--- config.mk ---
export PLATFORM = sky130hd
export DESIGN_NAME = two_level_feedback_queue_scheduler
export DESIGN_NICKNAME = d
export VERILOG_FILES = /design/src/tlfq_pkg.sv /design/src/two_level_feedback_queue_scheduler.sv
export SDC_FILE = /design/constraint.sdc
export NUM_CORES = 2
export LEC_CHECK = 0
export BUFFER_PORTS_ARGS = -buffer_cell sky130_fd_sc_hd__buf_4
export CORE_MARGIN = 2
export CORE_UTILIZATION = 40
export DETAILED_ROUTE_END_ITERATION = 8
export PLACE_DENSITY = 0.55
export SLEW_MARGIN = 20
export SYNTH_ARGS = -nofsm -noshare
export SYNTH_HDL_FRONTEND = slang
export SYNTH_SLANG_ARGS = --single-unit
export TNS_END_PERCENT = 50
--- constraint.sdc ---
create_clock -name clk_i -period 10 [get_ports clk_i]
set_input_delay 2 -clock clk_i [delete_from_list [all_inputs] [get_ports clk_i]]
set_output_delay 2 -clock clk_i [all_outputs]
set_load 0.005 [all_outputs]
--- src/tlfq_pkg.sv ---
// types and constants shared by the two-level feedback queue scheduler
`timescale 1ns / 1ps
package tlfq_pkg;

  typedef enum logic [1:0] {
    OP_ENQ_FAST       = 2'd0,
    OP_ENQ_SLOW_TAIL  = 2'd1,
    OP_ENQ_SLOW_FRONT = 2'd2,
    OP_PICK           = 2'd3
  } tlfq_op_e;

  typedef enum logic [1:0] {
    ST_OK       = 2'd0,
    ST_BAD_PRIO = 2'd1,
    ST_FULL     = 2'd2,
    ST_EMPTY    = 2'd3
  } tlfq_status_e;

  localparam int unsigned PidxW  = 6;
  localparam int unsigned PrioW  = 3;
  localparam int unsigned QuantW = 4;

  localparam logic CFG_FAST_QUANTUM = 1'b0;
  localparam logic CFG_SLOW_QUANTUM = 1'b1;

  localparam logic [QuantW-1:0] FAST_QUANTUM_RST = 4'd2;
  localparam logic [QuantW-1:0] SLOW_QUANTUM_RST = 4'd4;

  typedef struct packed {
    tlfq_op_e          op;
    logic [PidxW-1:0]  process_index;
    logic [PrioW-1:0]  priority_req;
  } tlfq_cmd_t;

  typedef struct packed {
    tlfq_status_e      status;
    logic [PidxW-1:0]  chosen_index;
    logic              chosen_level;
    logic [QuantW-1:0] quantum_assigned;
    logic              fast_queue_busy;
  } tlfq_res_t;

endpackage

--- src/two_level_feedback_queue_scheduler.sv ---
// two-level feedback ready-queue scheduler with one fast queue and static-priority slow groups
// a command is held in the command register, and its result then in the result register
// throughput: one command per cycle, busy_o stays low; each command makes at most one queue store access
// results cannot be stalled; a pick reads the head entry through a registered read port
// reset clears heads and counts and loads default quanta; store stays undefined until written
`timescale 1ns / 1ps
module two_level_feedback_queue_scheduler #(
  parameter int unsigned MAX_PROCESSES   = 64,
  parameter int unsigned PRIORITY_GROUPS = 5
) (
  input  logic                            clk_i,
  input  logic                            rst_ni,
  input  logic                            start_i,
  output logic                            busy_o,
  input  tlfq_pkg::tlfq_cmd_t             cmd_i,
  input  logic                            cfg_we_i,
  input  logic                            cfg_idx_i,
  input  logic [tlfq_pkg::QuantW-1:0]     cfg_data_i,
  output logic                            done_o,
  output tlfq_pkg::tlfq_res_t             res_o
);

  localparam int unsigned NumQ    = PRIORITY_GROUPS + 1;
  localparam int unsigned QW      = $clog2(NumQ);
  localparam int unsigned PW      = $clog2(MAX_PROCESSES);
  localparam int unsigned CW      = $clog2(MAX_PROCESSES + 1);
  localparam int unsigned AW      = QW + PW;
  localparam int unsigned MemDepth = NumQ * (2 ** PW);

  localparam logic [PW:0]   MaxSum  = (PW+1)'(MAX_PROCESSES);
  localparam logic [PW-1:0] LastPos = PW'(MAX_PROCESSES - 1);
  localparam logic [CW-1:0] MaxCnt  = CW'(MAX_PROCESSES);

  // configuration
  logic [tlfq_pkg::QuantW-1:0] fast_quant_q, slow_quant_q;

  always_ff @(posedge clk_i or negedge rst_ni) begin
    if (!rst_ni) begin
      fast_quant_q <= tlfq_pkg::FAST_QUANTUM_RST;
      slow_quant_q <= tlfq_pkg::SLOW_QUANTUM_RST;
    end else if (cfg_we_i) begin
      unique case (cfg_idx_i)
        tlfq_pkg::CFG_FAST_QUANTUM: fast_quant_q <= cfg_data_i;
        tlfq_pkg::CFG_SLOW_QUANTUM: slow_quant_q <= cfg_data_i;
        default: ;
      endcase
    end
  end

  // command register
  logic                start_xfer;
  logic                req_valid_q;
  tlfq_pkg::tlfq_cmd_t req_q;

  assign busy_o     = 1'b0;
  assign start_xfer = start_i && !busy_o;

  always_ff @(posedge clk_i or negedge rst_ni) begin
    if (!rst_ni) begin
      req_valid_q <= 1'b0;
    end else begin
      req_valid_q <= start_xfer;
    end
  end

  always_ff @(posedge clk_i) begin
    if (start_xfer) begin
      req_q <= cmd_i;
    end
  end

  // queue bookkeeping
  logic [PW-1:0] head_q [NumQ];
  logic [CW-1:0] cnt_q  [NumQ];

  logic          prio_ok;
  logic [QW-1:0] prio_sel;
  logic [QW-1:0] pick_sel;
  logic          pick_found;
  logic [QW-1:0] sel;
  logic [PW-1:0] head_sel;
  logic [CW-1:0] cnt_sel;
  logic          full;
  logic [PW:0]   tail_sum;
  logic [PW-1:0] tail_pos;
  logic [PW-1:0] front_pos;
  logic [PW-1:0] next_head;

  logic          upd;
  logic [PW-1:0] head_d;
  logic [CW-1:0] cnt_d;
  logic          mem_we, mem_re;
  logic [PW-1:0] mem_pos;
  logic [CW-1:0] cnt0_after;

  tlfq_pkg::tlfq_status_e      status_d;
  logic [tlfq_pkg::QuantW-1:0] quant_d;
  logic                        level_d;

  assign prio_ok  = (32'(req_q.priority_req) >= 32'd1) &&
                    (32'(req_q.priority_req) <= PRIORITY_GROUPS);
  assign prio_sel = prio_ok ? QW'(req_q.priority_req) : '0;

  always_comb begin
    pick_sel   = '0;
    pick_found = 1'b0;
    for (int unsigned i = 1; i < NumQ; i++) begin
      if (cnt_q[i] != '0) begin
        pick_sel   = QW'(i);
        pick_found = 1'b1;
      end
    end
    if (cnt_q[0] != '0) begin
      pick_sel   = '0;
      pick_found = 1'b1;
    end
  end

  always_comb begin
    unique case (req_q.op)
      tlfq_pkg::OP_ENQ_FAST: sel = '0;
      tlfq_pkg::OP_PICK:     sel = pick_sel;
      default:               sel = prio_sel;
    endcase
  end

  assign head_sel  = head_q[sel];
  assign cnt_sel   = cnt_q[sel];
  assign full      = (cnt_sel == MaxCnt);
  assign tail_sum  = (PW+1)'(head_sel) + (PW+1)'(cnt_sel);
  assign tail_pos  = (tail_sum >= MaxSum) ? PW'(tail_sum - MaxSum) : PW'(tail_sum);
  assign front_pos = (head_sel == '0) ? LastPos : head_sel - PW'(1);
  assign next_head = (head_sel == LastPos) ? '0 : head_sel + PW'(1);

  always_comb begin
    upd      = 1'b0;
    head_d   = head_sel;
    cnt_d    = cnt_sel;
    mem_we   = 1'b0;
    mem_re   = 1'b0;
    mem_pos  = tail_pos;
    status_d = tlfq_pkg::ST_OK;
    quant_d  = '0;
    level_d  = 1'b0;
    unique case (req_q.op)
      tlfq_pkg::OP_ENQ_FAST: begin
        if (full) begin
          status_d = tlfq_pkg::ST_FULL;
        end else begin
          upd     = 1'b1;
          mem_we  = 1'b1;
          cnt_d   = cnt_sel + CW'(1);
          quant_d = fast_quant_q;
        end
      end
      tlfq_pkg::OP_ENQ_SLOW_TAIL: begin
        if (!prio_ok) begin
          status_d = tlfq_pkg::ST_BAD_PRIO;
        end else if (full) begin
          status_d = tlfq_pkg::ST_FULL;
        end else begin
          upd     = 1'b1;
          mem_we  = 1'b1;
          cnt_d   = cnt_sel + CW'(1);
          quant_d = slow_quant_q;
        end
      end
      tlfq_pkg::OP_ENQ_SLOW_FRONT: begin
        if (!prio_ok) begin
          status_d = tlfq_pkg::ST_BAD_PRIO;
        end else if (full) begin
          status_d = tlfq_pkg::ST_FULL;
        end else begin
          upd     = 1'b1;
          mem_we  = 1'b1;
          mem_pos = front_pos;
          head_d  = front_pos;
          cnt_d   = cnt_sel + CW'(1);
        end
      end
      tlfq_pkg::OP_PICK: begin
        if (!pick_found) begin
          status_d = tlfq_pkg::ST_EMPTY;
        end else begin
          upd     = 1'b1;
          mem_re  = 1'b1;
          mem_pos = head_sel;
          head_d  = next_head;
          cnt_d   = cnt_sel - CW'(1);
          level_d = (sel != '0);
        end
      end
      default: ;
    endcase
  end

  assign cnt0_after = (req_valid_q && upd && sel == '0) ? cnt_d : cnt_q[0];

  always_ff @(posedge clk_i or negedge rst_ni) begin
    if (!rst_ni) begin
      for (int unsigned i = 0; i < NumQ; i++) begin
        head_q[i] <= '0;
        cnt_q[i]  <= '0;
      end
    end else if (req_valid_q && upd) begin
      head_q[sel] <= head_d;
      cnt_q[sel]  <= cnt_d;
    end
  end

  // queue store
  logic [tlfq_pkg::PidxW-1:0] queue_store_q [MemDepth];
  logic [tlfq_pkg::PidxW-1:0] rd_data_q;
  logic [AW-1:0]              mem_addr;

  assign mem_addr = {sel, mem_pos};

  always_ff @(posedge clk_i) begin
    if (req_valid_q && mem_we) begin
      queue_store_q[mem_addr] <= req_q.process_index;
    end
    if (req_valid_q && mem_re) begin
      rd_data_q <= queue_store_q[mem_addr];
    end
  end

  // result register
  logic                        res_valid_q;
  tlfq_pkg::tlfq_status_e      status_q;
  logic [tlfq_pkg::QuantW-1:0] quant_q;
  logic                        level_q;
  logic                        popped_q;
  logic                        fast_busy_q;

  always_ff @(posedge clk_i or negedge rst_ni) begin
    if (!rst_ni) begin
      res_valid_q <= 1'b0;
    end else begin
      res_valid_q <= req_valid_q;
    end
  end

  always_ff @(posedge clk_i) begin
    if (req_valid_q) begin
      status_q    <= status_d;
      quant_q     <= quant_d;
      level_q     <= level_d;
      popped_q    <= mem_re;
      fast_busy_q <= (cnt0_after != '0);
    end
  end

  assign done_o                 = res_valid_q;
  assign res_o.status           = status_q;
  assign res_o.chosen_index     = popped_q ? rd_data_q : '0;
  assign res_o.chosen_level     = level_q;
  assign res_o.quantum_assigned = quant_q;
  assign res_o.fast_queue_busy  = fast_busy_q;

  // checks
  a_result_follows: assert property (@(posedge clk_i) disable iff (!rst_ni)
    req_valid_q |=> res_valid_q)
    else $error("result strobe missing after command");

  a_fast_cnt_bound: assert property (@(posedge clk_i) disable iff (!rst_ni)
    cnt_q[0] <= MaxCnt)
    else $error("fast queue count above capacity");

  a_fast_busy_match: assert property (@(posedge clk_i) disable iff (!rst_ni)
    res_valid_q |-> (res_o.fast_queue_busy == (cnt_q[0] != '0)))
    else $error("fast queue busy flag disagrees with count");

  a_pick_level: assert property (@(posedge clk_i) disable iff (!rst_ni)
    (req_valid_q && req_q.op == tlfq_pkg::OP_PICK && cnt_q[0] != '0) |=>
      (res_o.status == tlfq_pkg::ST_OK && !res_o.chosen_level))
    else $error("pick skipped a non-empty fast queue");

endmodule

Word-level counts from Yosys, hierarchy flattened
Memory sizes are Yosys's and may differ from the RTL's. A register that Yosys moved wholly into a read port is not among the register bits.
Cells that the tools add are included.
{"block": "word_totals", "register_bits": 108, "ram_bits": 2304, "inputBits": 20, "out_inout_bits": 16, "word_cells": 123, "n_memories": 1}
{"memory": "queue_store_q", "depth": 384, "word_bits": 6, "rd": 1, "rd_clocked_by_memory_dff": 1, "wr": 1, "line": "two_level_feedback_queue_scheduler.sv:212", "source": "logic [tlfq_pkg::PidxW-1:0] queue_store_q [MemDepth];"}
{"block": "classes", "addsub": 6, "magnitude_cmp": 5, "eq_ne": 5, "mux": 59, "bitwise_logic": 2, "n_reduce_logical": 21}
{"op": "2-to-1 mux 6 bit", "n": 13}
{"op": "2-to-1 mux 7 bit", "n": 7}
{"op": "nonzero test 7 bit", "n": 7}
{"op": "bitwise mux 42 bit", "n": 1}
{"op": "bitwise mux 36 bit", "n": 1}
{"op": "case mux 6 bit (2 select lines)", "n": 2}
{"op": "binary-select mux 7 bit (select 3 bit)", "n": 1}
{"op": "demux 7 bit (select 3 bit)", "n": 1}
{"op": "case mux 7 bit (3 select lines)", "n": 1}
{"op": "binary-select mux 6 bit (select 3 bit)", "n": 1}
{"op": "demux 6 bit (select 3 bit)", "n": 1}
{"op": "2-to-1 mux 3 bit", "n": 6}
{"op": "2-to-1 mux 1 bit", "n": 13}
{"op": "2-to-1 mux 4 bit", "n": 3}
{"op": "subtractor 6 x 1 -> 6 bit (second input constant)", "n": 2}
{"op": "case mux 4 bit (2 select lines)", "n": 1}
{"op": "adder 6 x 7 -> 7 bit", "n": 1}
{"op": "adder 7 x 1 -> 7 bit (second input constant)", "n": 1}
{"op": "== test 7 bit (second input constant)", "n": 1}
{"op": "greater-or-equal comparator 7 bit (second input constant)", "n": 1}
{"op": "subtractor 7 x 1 -> 7 bit (second input constant)", "n": 1}
{"op": "adder 6 x 1 -> 6 bit (second input constant)", "n": 1}
{"op": "== test 6 bit (second input constant)", "n": 1}
{"op": "logical AND 1 bit", "n": 6}
{"op": "other kinds (19)", "n": 24}

Depth between registers and ports, before layout
{"block": "depth", "depth_word": 20, "depth_mapped": 30, "depth_no_buf": 24}

Least setup slack after synthesis
Ideal clock, no wire load.
{"block": "synth_timing", "path_kind": "register to register", "start": "register req_q[9] in the netlist's numbering", "end": "memory queue_store_q[296][0] in the netlist's numbering, enable pin", "setup_time_ns": 0.350, "arrival_ns": 5.707, "required_ns": 9.650, "slack_ns": 3.944, "stages_incl_launch_ff": 26, "path_buffers": 9, "synth_period_minus_slack_ns": 6.056, "cell_sequence": "edfxtp_1 inv_1 ha_1 clkbuf_1 and3b_1 a31o_2 buf_2 clkbuf_1 a221o_1 a22oi_2 inv_2 ha_1 fa_1 and2_1 and4_1 buf_2 nor3_2 buf_2 buf_2 buf_2 buf_1 nand2_1 nor2_1 nand2_1 clkbuf_1 nor2_1"}
{"block": "synth_via", "elab_chain_cells": 13, "elab_cells_between_ends": 31, "cone_classes": "add/sub: 3; order compare: 1; eq/ne: 4; mux: 18; bitwise: 1; reduce/logical: 4"}
{"item": "start, declared", "line": "two_level_feedback_queue_scheduler.sv:53", "source": "tlfq_pkg::tlfq_cmd_t req_q;"}
{"item": "start signal, assigned", "line": "two_level_feedback_queue_scheduler.sv:68", "source": "req_q <= cmd_i;"}
{"item": "parallel branches: the longest is 13 deep, another holds adder 6 x 7 -> 7 bit"}
{"item": "end, declared", "line": "two_level_feedback_queue_scheduler.sv:212"}
Several ways; the timed one is not identified. The select of a mux whose other input is x is not followed.

Worst setup path in the final report
{"block": "layout_timing", "start": "register req_q[10] in the netlist's numbering", "end": "register rd_data_q[3] in the netlist's numbering (read register of queue_store_q) (data pin)"}
{"block": "layout_via", "elab_chain_cells": 12, "elab_cells_between_ends": 25, "cone_classes": "add/sub: 3; order compare: 1; eq/ne: 3; mux: 14; bitwise: 1; reduce/logical: 3"}
{"item": "== test 2 bit or logical NOT 2 bit (tied branches)", "line": "two_level_feedback_queue_scheduler.sv:120, two_level_feedback_queue_scheduler.sv:145"}
{"item": "case mux 3 bit (2 select lines)", "line": "two_level_feedback_queue_scheduler.sv:120", "source": "unique case (req_q.op)"}
{"item": "inverter 3 -> 4 bit (not written as such)", "line": "two_level_feedback_queue_scheduler.sv:127, two_level_feedback_queue_scheduler.sv:128"}
{"item": "binary-select mux 6 bit (select 3 bit) or binary-select mux 7 bit (select 3 bit) (tied branches)", "line": "two_level_feedback_queue_scheduler.sv:127, two_level_feedback_queue_scheduler.sv:128"}
{"item": "2-to-1 mux 6 bit (not written as such) or 2-to-1 mux 7 bit (tied branches) (2 in a row)", "line": "two_level_feedback_queue_scheduler.sv:127, two_level_feedback_queue_scheduler.sv:128"}
{"item": "adder 6 x 7 -> 7 bit", "line": "two_level_feedback_queue_scheduler.sv:130", "source": "assign tail_sum = (PW+1)'(head_sel) + (PW+1)'(cnt_sel);"}
{"item": "subtractor 6 x 1 -> 6 bit or greater-or-equal comparator 7 bit (tied branches)", "line": "two_level_feedback_queue_scheduler.sv:131", "source": "assign tail_pos = (tail_sum >= MaxSum) ? PW'(tail_sum - MaxSum) : PW'(tail_sum);"}
{"item": "2-to-1 mux 6 bit", "line": "two_level_feedback_queue_scheduler.sv:131"}
{"item": "2-to-1 mux 6 bit", "line": "two_level_feedback_queue_scheduler.sv:171", "source": "end else if (full) begin"}
{"item": "2-to-1 mux 6 bit", "line": "two_level_feedback_queue_scheduler.sv:169", "source": "if (!prio_ok) begin"}
{"item": "case mux 6 bit (2 select lines)", "line": "two_level_feedback_queue_scheduler.sv:145", "source": "unique case (req_q.op)"}
{"item": "end, declared", "line": "two_level_feedback_queue_scheduler.sv:213", "source": "logic [tlfq_pkg::PidxW-1:0] rd_data_q;"}
Parallel ways exist; a longest one is shown, timed or not. The select of a mux whose other input is x is not followed.
A chain may end at the register's enable or synchronous reset.

==> results.json <==
{
  "status": "completed",
  "synth_top_cell_by_area": "edfxtp_1",
  "syn_nets": 6726,
  "post_route_cells_drive_above_1_share": 0.119,
  "routedWlPerCell_um": 31.3,
  "hp-class": "reg -> reg",
  "global_route.usage.met1": 0.344,
  "dieHeight_um": 500,
  "drt_pre_antenna_iters": 8,
  "detail-route-antenna-nets": 0,
  "nets": 6794,
  "final_max_slew_viol_count": 0,
  "grt_max_degree": 182,
  "max-cap-violations": 0,
  "min_period_ns": 9.32,
  "globalRouteMet3Util": 0.0452,
  "hold_crit_depth": 2,
  "netlist-cell-type-count": 105,
  "r2r_slack_ns": 0.68,
  "clkSlewWorstSetupHoldPaths_ns": 0.06,
  "crit_start": "req_q[10]",
  "clock-sinks": 2418,
  "detailed_place_hpwl_um": 196000,
  "busiest_layer": "met2",
  "maxSlewHeadroom": 0.142,
  "biggest_fanout_along_the_worst_timing_path": 40,
  "htree_levels": 5,
  "wl_um": 318000,
  "ys.flop_type": "edfxtp_1",
  "core_mm2": 0.245,
  "setup_viol": 0,
  "drt_iter0_drc": 8577,
  "holdBufCountCts": 0,
  "finalCritPeriodShare": 0.932,
  "critPathRequiredTime_ns": 10.60,
  "dieArea_mm2": 0.250,
  "ctsRootBufferMaster": "clkbuf_16",
  "timing_worst_setup_path_type": "reg -> reg",
  "groute.usage.overall": 0.249,
  "horizontal_die_dimension_um": 500,
  "unrepaired_setup_endpoints_after_global_routing": "false",
  "detailroute.via_count": 61100,
  "post_synth.cell_area_avg_um2": 14.7,
  "synthesis.yosys.warnings": 0,
  "worst-r2r-cell-count": 22,
  "cts_setup_buffers": 0,
  "finClkSkew_ns": 0.0669,
  "crit_chain": "inv_1, ha_1, and4b_1, o221a_4, nor2_4, mux2_2, a22oi_2, inv_2, ha_1, fa_1, xnor2_1, nand2_1, a21oi_1, o41a_1, nand2_8, buf_4, nor2_1, a31o_2, a21oi_1, o211ai_1, o311ai_1, nand4_1",
  "cp-start-kind": "flop",
  "remaining_routing_drc_violations": 0,
  "grt-ovfl-total": 0,
  "synth_edf_count": 2330,
  "cp_num_buf_inv": 3,
  "netlist.area_leader.share": 0.711,
  "ys_top_cells_by_area": "edfxtp_1 (71%), mux2i_1 (4.6%), nand2_1 (4.4%), mux4_2 (2.5%), dfrtp_1 (2.2%)",
  "grt_pass1_wl_um": 449000,
  "netlist_instances": 6692,
  "filler_cell_count": 21400,
  "max-clock-path-buffers": 4,
  "timing.hold.worst_endpoint": "head_q[27]",
  "synth.ff_latch_count": 2418,
  "endpoint_kind": "flop",
  "synth_sequential_area_ratio": 0.733,
  "tns_ns": 0,
  "synthToLayoutAreaGrowth_pct": 12.6,
  "critPathSlowestCell": "o311ai_1",
  "hold_violations": 0,
  "io_buffer_count": 34,
  "tritoncts.num_buffers": 276,
  "cts_resized": 0,
  "design.portCount": 36,
  "worstMarginPinSlew_ns": 1.27,
  "critical_path.max_stage_delay_ns": 1.20,
  "post_synth_instance_area_mm2": 0.0984,
  "clock.fmax_mhz": 107,
  "min_delay_src": "head_q[27]",
  "worstReg2RegStart": "req_q[10]",
  "number_of_antenna_violations_at_the_first_check_in_global_routing": 14,
  "place_congestion": 0.906,
  "clkLatencyLatePin_ns": 0.93,
  "family_with_the_most_delay_on_the_worst_path": "compound AO/OA/AOI/OAI gates",
  "critical_path_arrival_ns": 9.92,
  "via_count_of_the_first_global_routing_pass": 58600,
  "met2_capacity_usage_during_global_routing": 0.390,
  "drt-vias-per-instance": 6.02,
  "fp-row-count": 182,
  "synth_async_sr_flop_share": 0.0364,
  "reg2reg_to": "rd_data_q[3]",
  "tritoncts": "done",
  "floorplan.initialDensity": 0.401
}
-- state kept, by name (all words and copies together) (netlist names) --
| name | flops |
|---|---|
| cnt_q | 42 |
| done_o | 1 |
| fast_busy_q | 1 |
| fast_quant_q | 4 |
| head_q | 36 |
| level_q | 1 |
| popped_q | 1 |
| quant_q | 4 |
| queue_store_q | 2304 |
| rd_data_q | 6 |
| req_q | 11 |
| req_valid_q | 1 |
| slow_quant_q | 4 |
| status_q | 2 |
-- routing by layer --
metal / vias to the layer above / wire length [um]
met5: - / 36
met4: 6 / 13800
met3: 607 / 28000
met2: 3263 / 147000
met1: 31400 / 129000
li1: 25800 / -
-- worst max path at each step --
stage                     depth (start not counted)  slack [ns]               endpoint
final                                            22        0.68           rd_data_q[3]
after detailed placement                         22        1.06           rd_data_q[3]
after global routing                             22        0.66           rd_data_q[3]
after floorplan                                  25        3.94  queue_store_q[296][0]
after global placement                           21        1.07           rd_data_q[3]
after CTS                                        22        1.05           rd_data_q[3]
-- stage by stage --
step	setup slack [ns]	utilization	cell area, um2	hold WS, ns	cells
5_1_grt	0.658	0.452	111000	0.515	10200
6_report	0.679	0.452	111000	0.487	10200
3_3_place_gp	1.07	0.418	103000	0.465	9701
3_5_place_dp	1.06	0.418	103000	0.472	9702
4_1_cts	1.05	0.452	111000	0.484	10200
2_1_floorplan	3.94	-	98400	0.444	6692
-- Yosys cell counts (7+ instances only) --
cell type	count
edfxtp_1	2330
nand2_1	1142
nor2_1	456
mux2i_1	455
nand3_1	354
clkbuf_1	169
o22ai_1	168
buf_2	155
a21oi_1	149
o21ai_0	120
mux4_2	109
nor3_1	92
dfrtp_1	86
a311oi_1	66
a211oi_1	65
a31oi_1	65
buf_4	50
a32oi_1	46
o31a_1	46
and3_1	43
buf_1	43
nand4_1	42
a22oi_1	40
nor4_1	36
buf_6	30
and2_1	24
mux2_2	23
ha_1	13
xnor2_1	13
inv_1	12
o32ai_1	12
o211ai_1	11
a2111oi_0	10
a21o_1	10
o2111ai_1	10
a221o_1	8
a221oi_1	8
a22o_1	8
o22a_1	8
o31ai_1	8
or3_1	8
or4_1	8
o21a_1	7
o41ai_1	7
-- cell usage in the layout, fill, tap and decap left out, types with 14 or more instances in the layout --
cell and instances:
o22ai_1 168, nand3_1 351, clkbuf_1 59, dfrtp_1 86
and3_1 42, nand2_2 15, mux2_2 23, nand2_1 1125
edfxtp_1 2330, nor4_1 35, o31a_1 46, a311oi_1 66
o21ai_0 120, bufinv_16 16, clkinv_2 37, nor3_2 14
and2_1 22, a21oi_1 147, a211oi_1 64, mux4_2 109
mux2i_1 455, nand4_1 42, a32oi_1 46, buf_12 25
buf_4 214, clkbuf_16 283, a22oi_1 39, nor3_1 82
nor2_1 446, a31oi_1 65, clkinv_1 42
-- cell type report --
cell class	instances	area [um2]	share of cell area
clock buffer	343	7320	0.0660
inverter	16	61.3	0.000553
sequential	2418	72200	0.651
antenna	5	12.5	0.000113
timing repair buffer	239	2110	0.0190
tap	3220	4030	0.0363
multi-input combinational	3809	24200	0.219
clock inverter	106	918	0.00829
-- logic make-up (layout without fill, tap and decap cells) --
group | Yosys count | after routing | share of synthesized area
AO/OA/AOI/OAI | 942 | 942 | 0.0675
XOR/XNOR | 18 | 18 | 0.00160
adder cells (fa/ha/maj) | 14 | 14 | 0.00186
buffers and inverters | 465 | 704 | 0.0241
flip-flops | 2418 | 2418 | 0.733
multiplexers | 588 | 588 | 0.0741
other | 1 | 6 | 0.0000381
AND/OR/NAND/NOR | 2246 | 2246 | 0.0977
-- tightest hold or removal path: cells and delay by family (launching register included) --
family           cells  cell delay [ns]
AO/OA/AOI/OAI        1             0.06
flip-flops           1             0.34
AND/OR/NAND/NOR      1             0.05
Power is not shown: default switching activity piles up to over one toggle a cycle in this logic, so the estimate is an artifact.
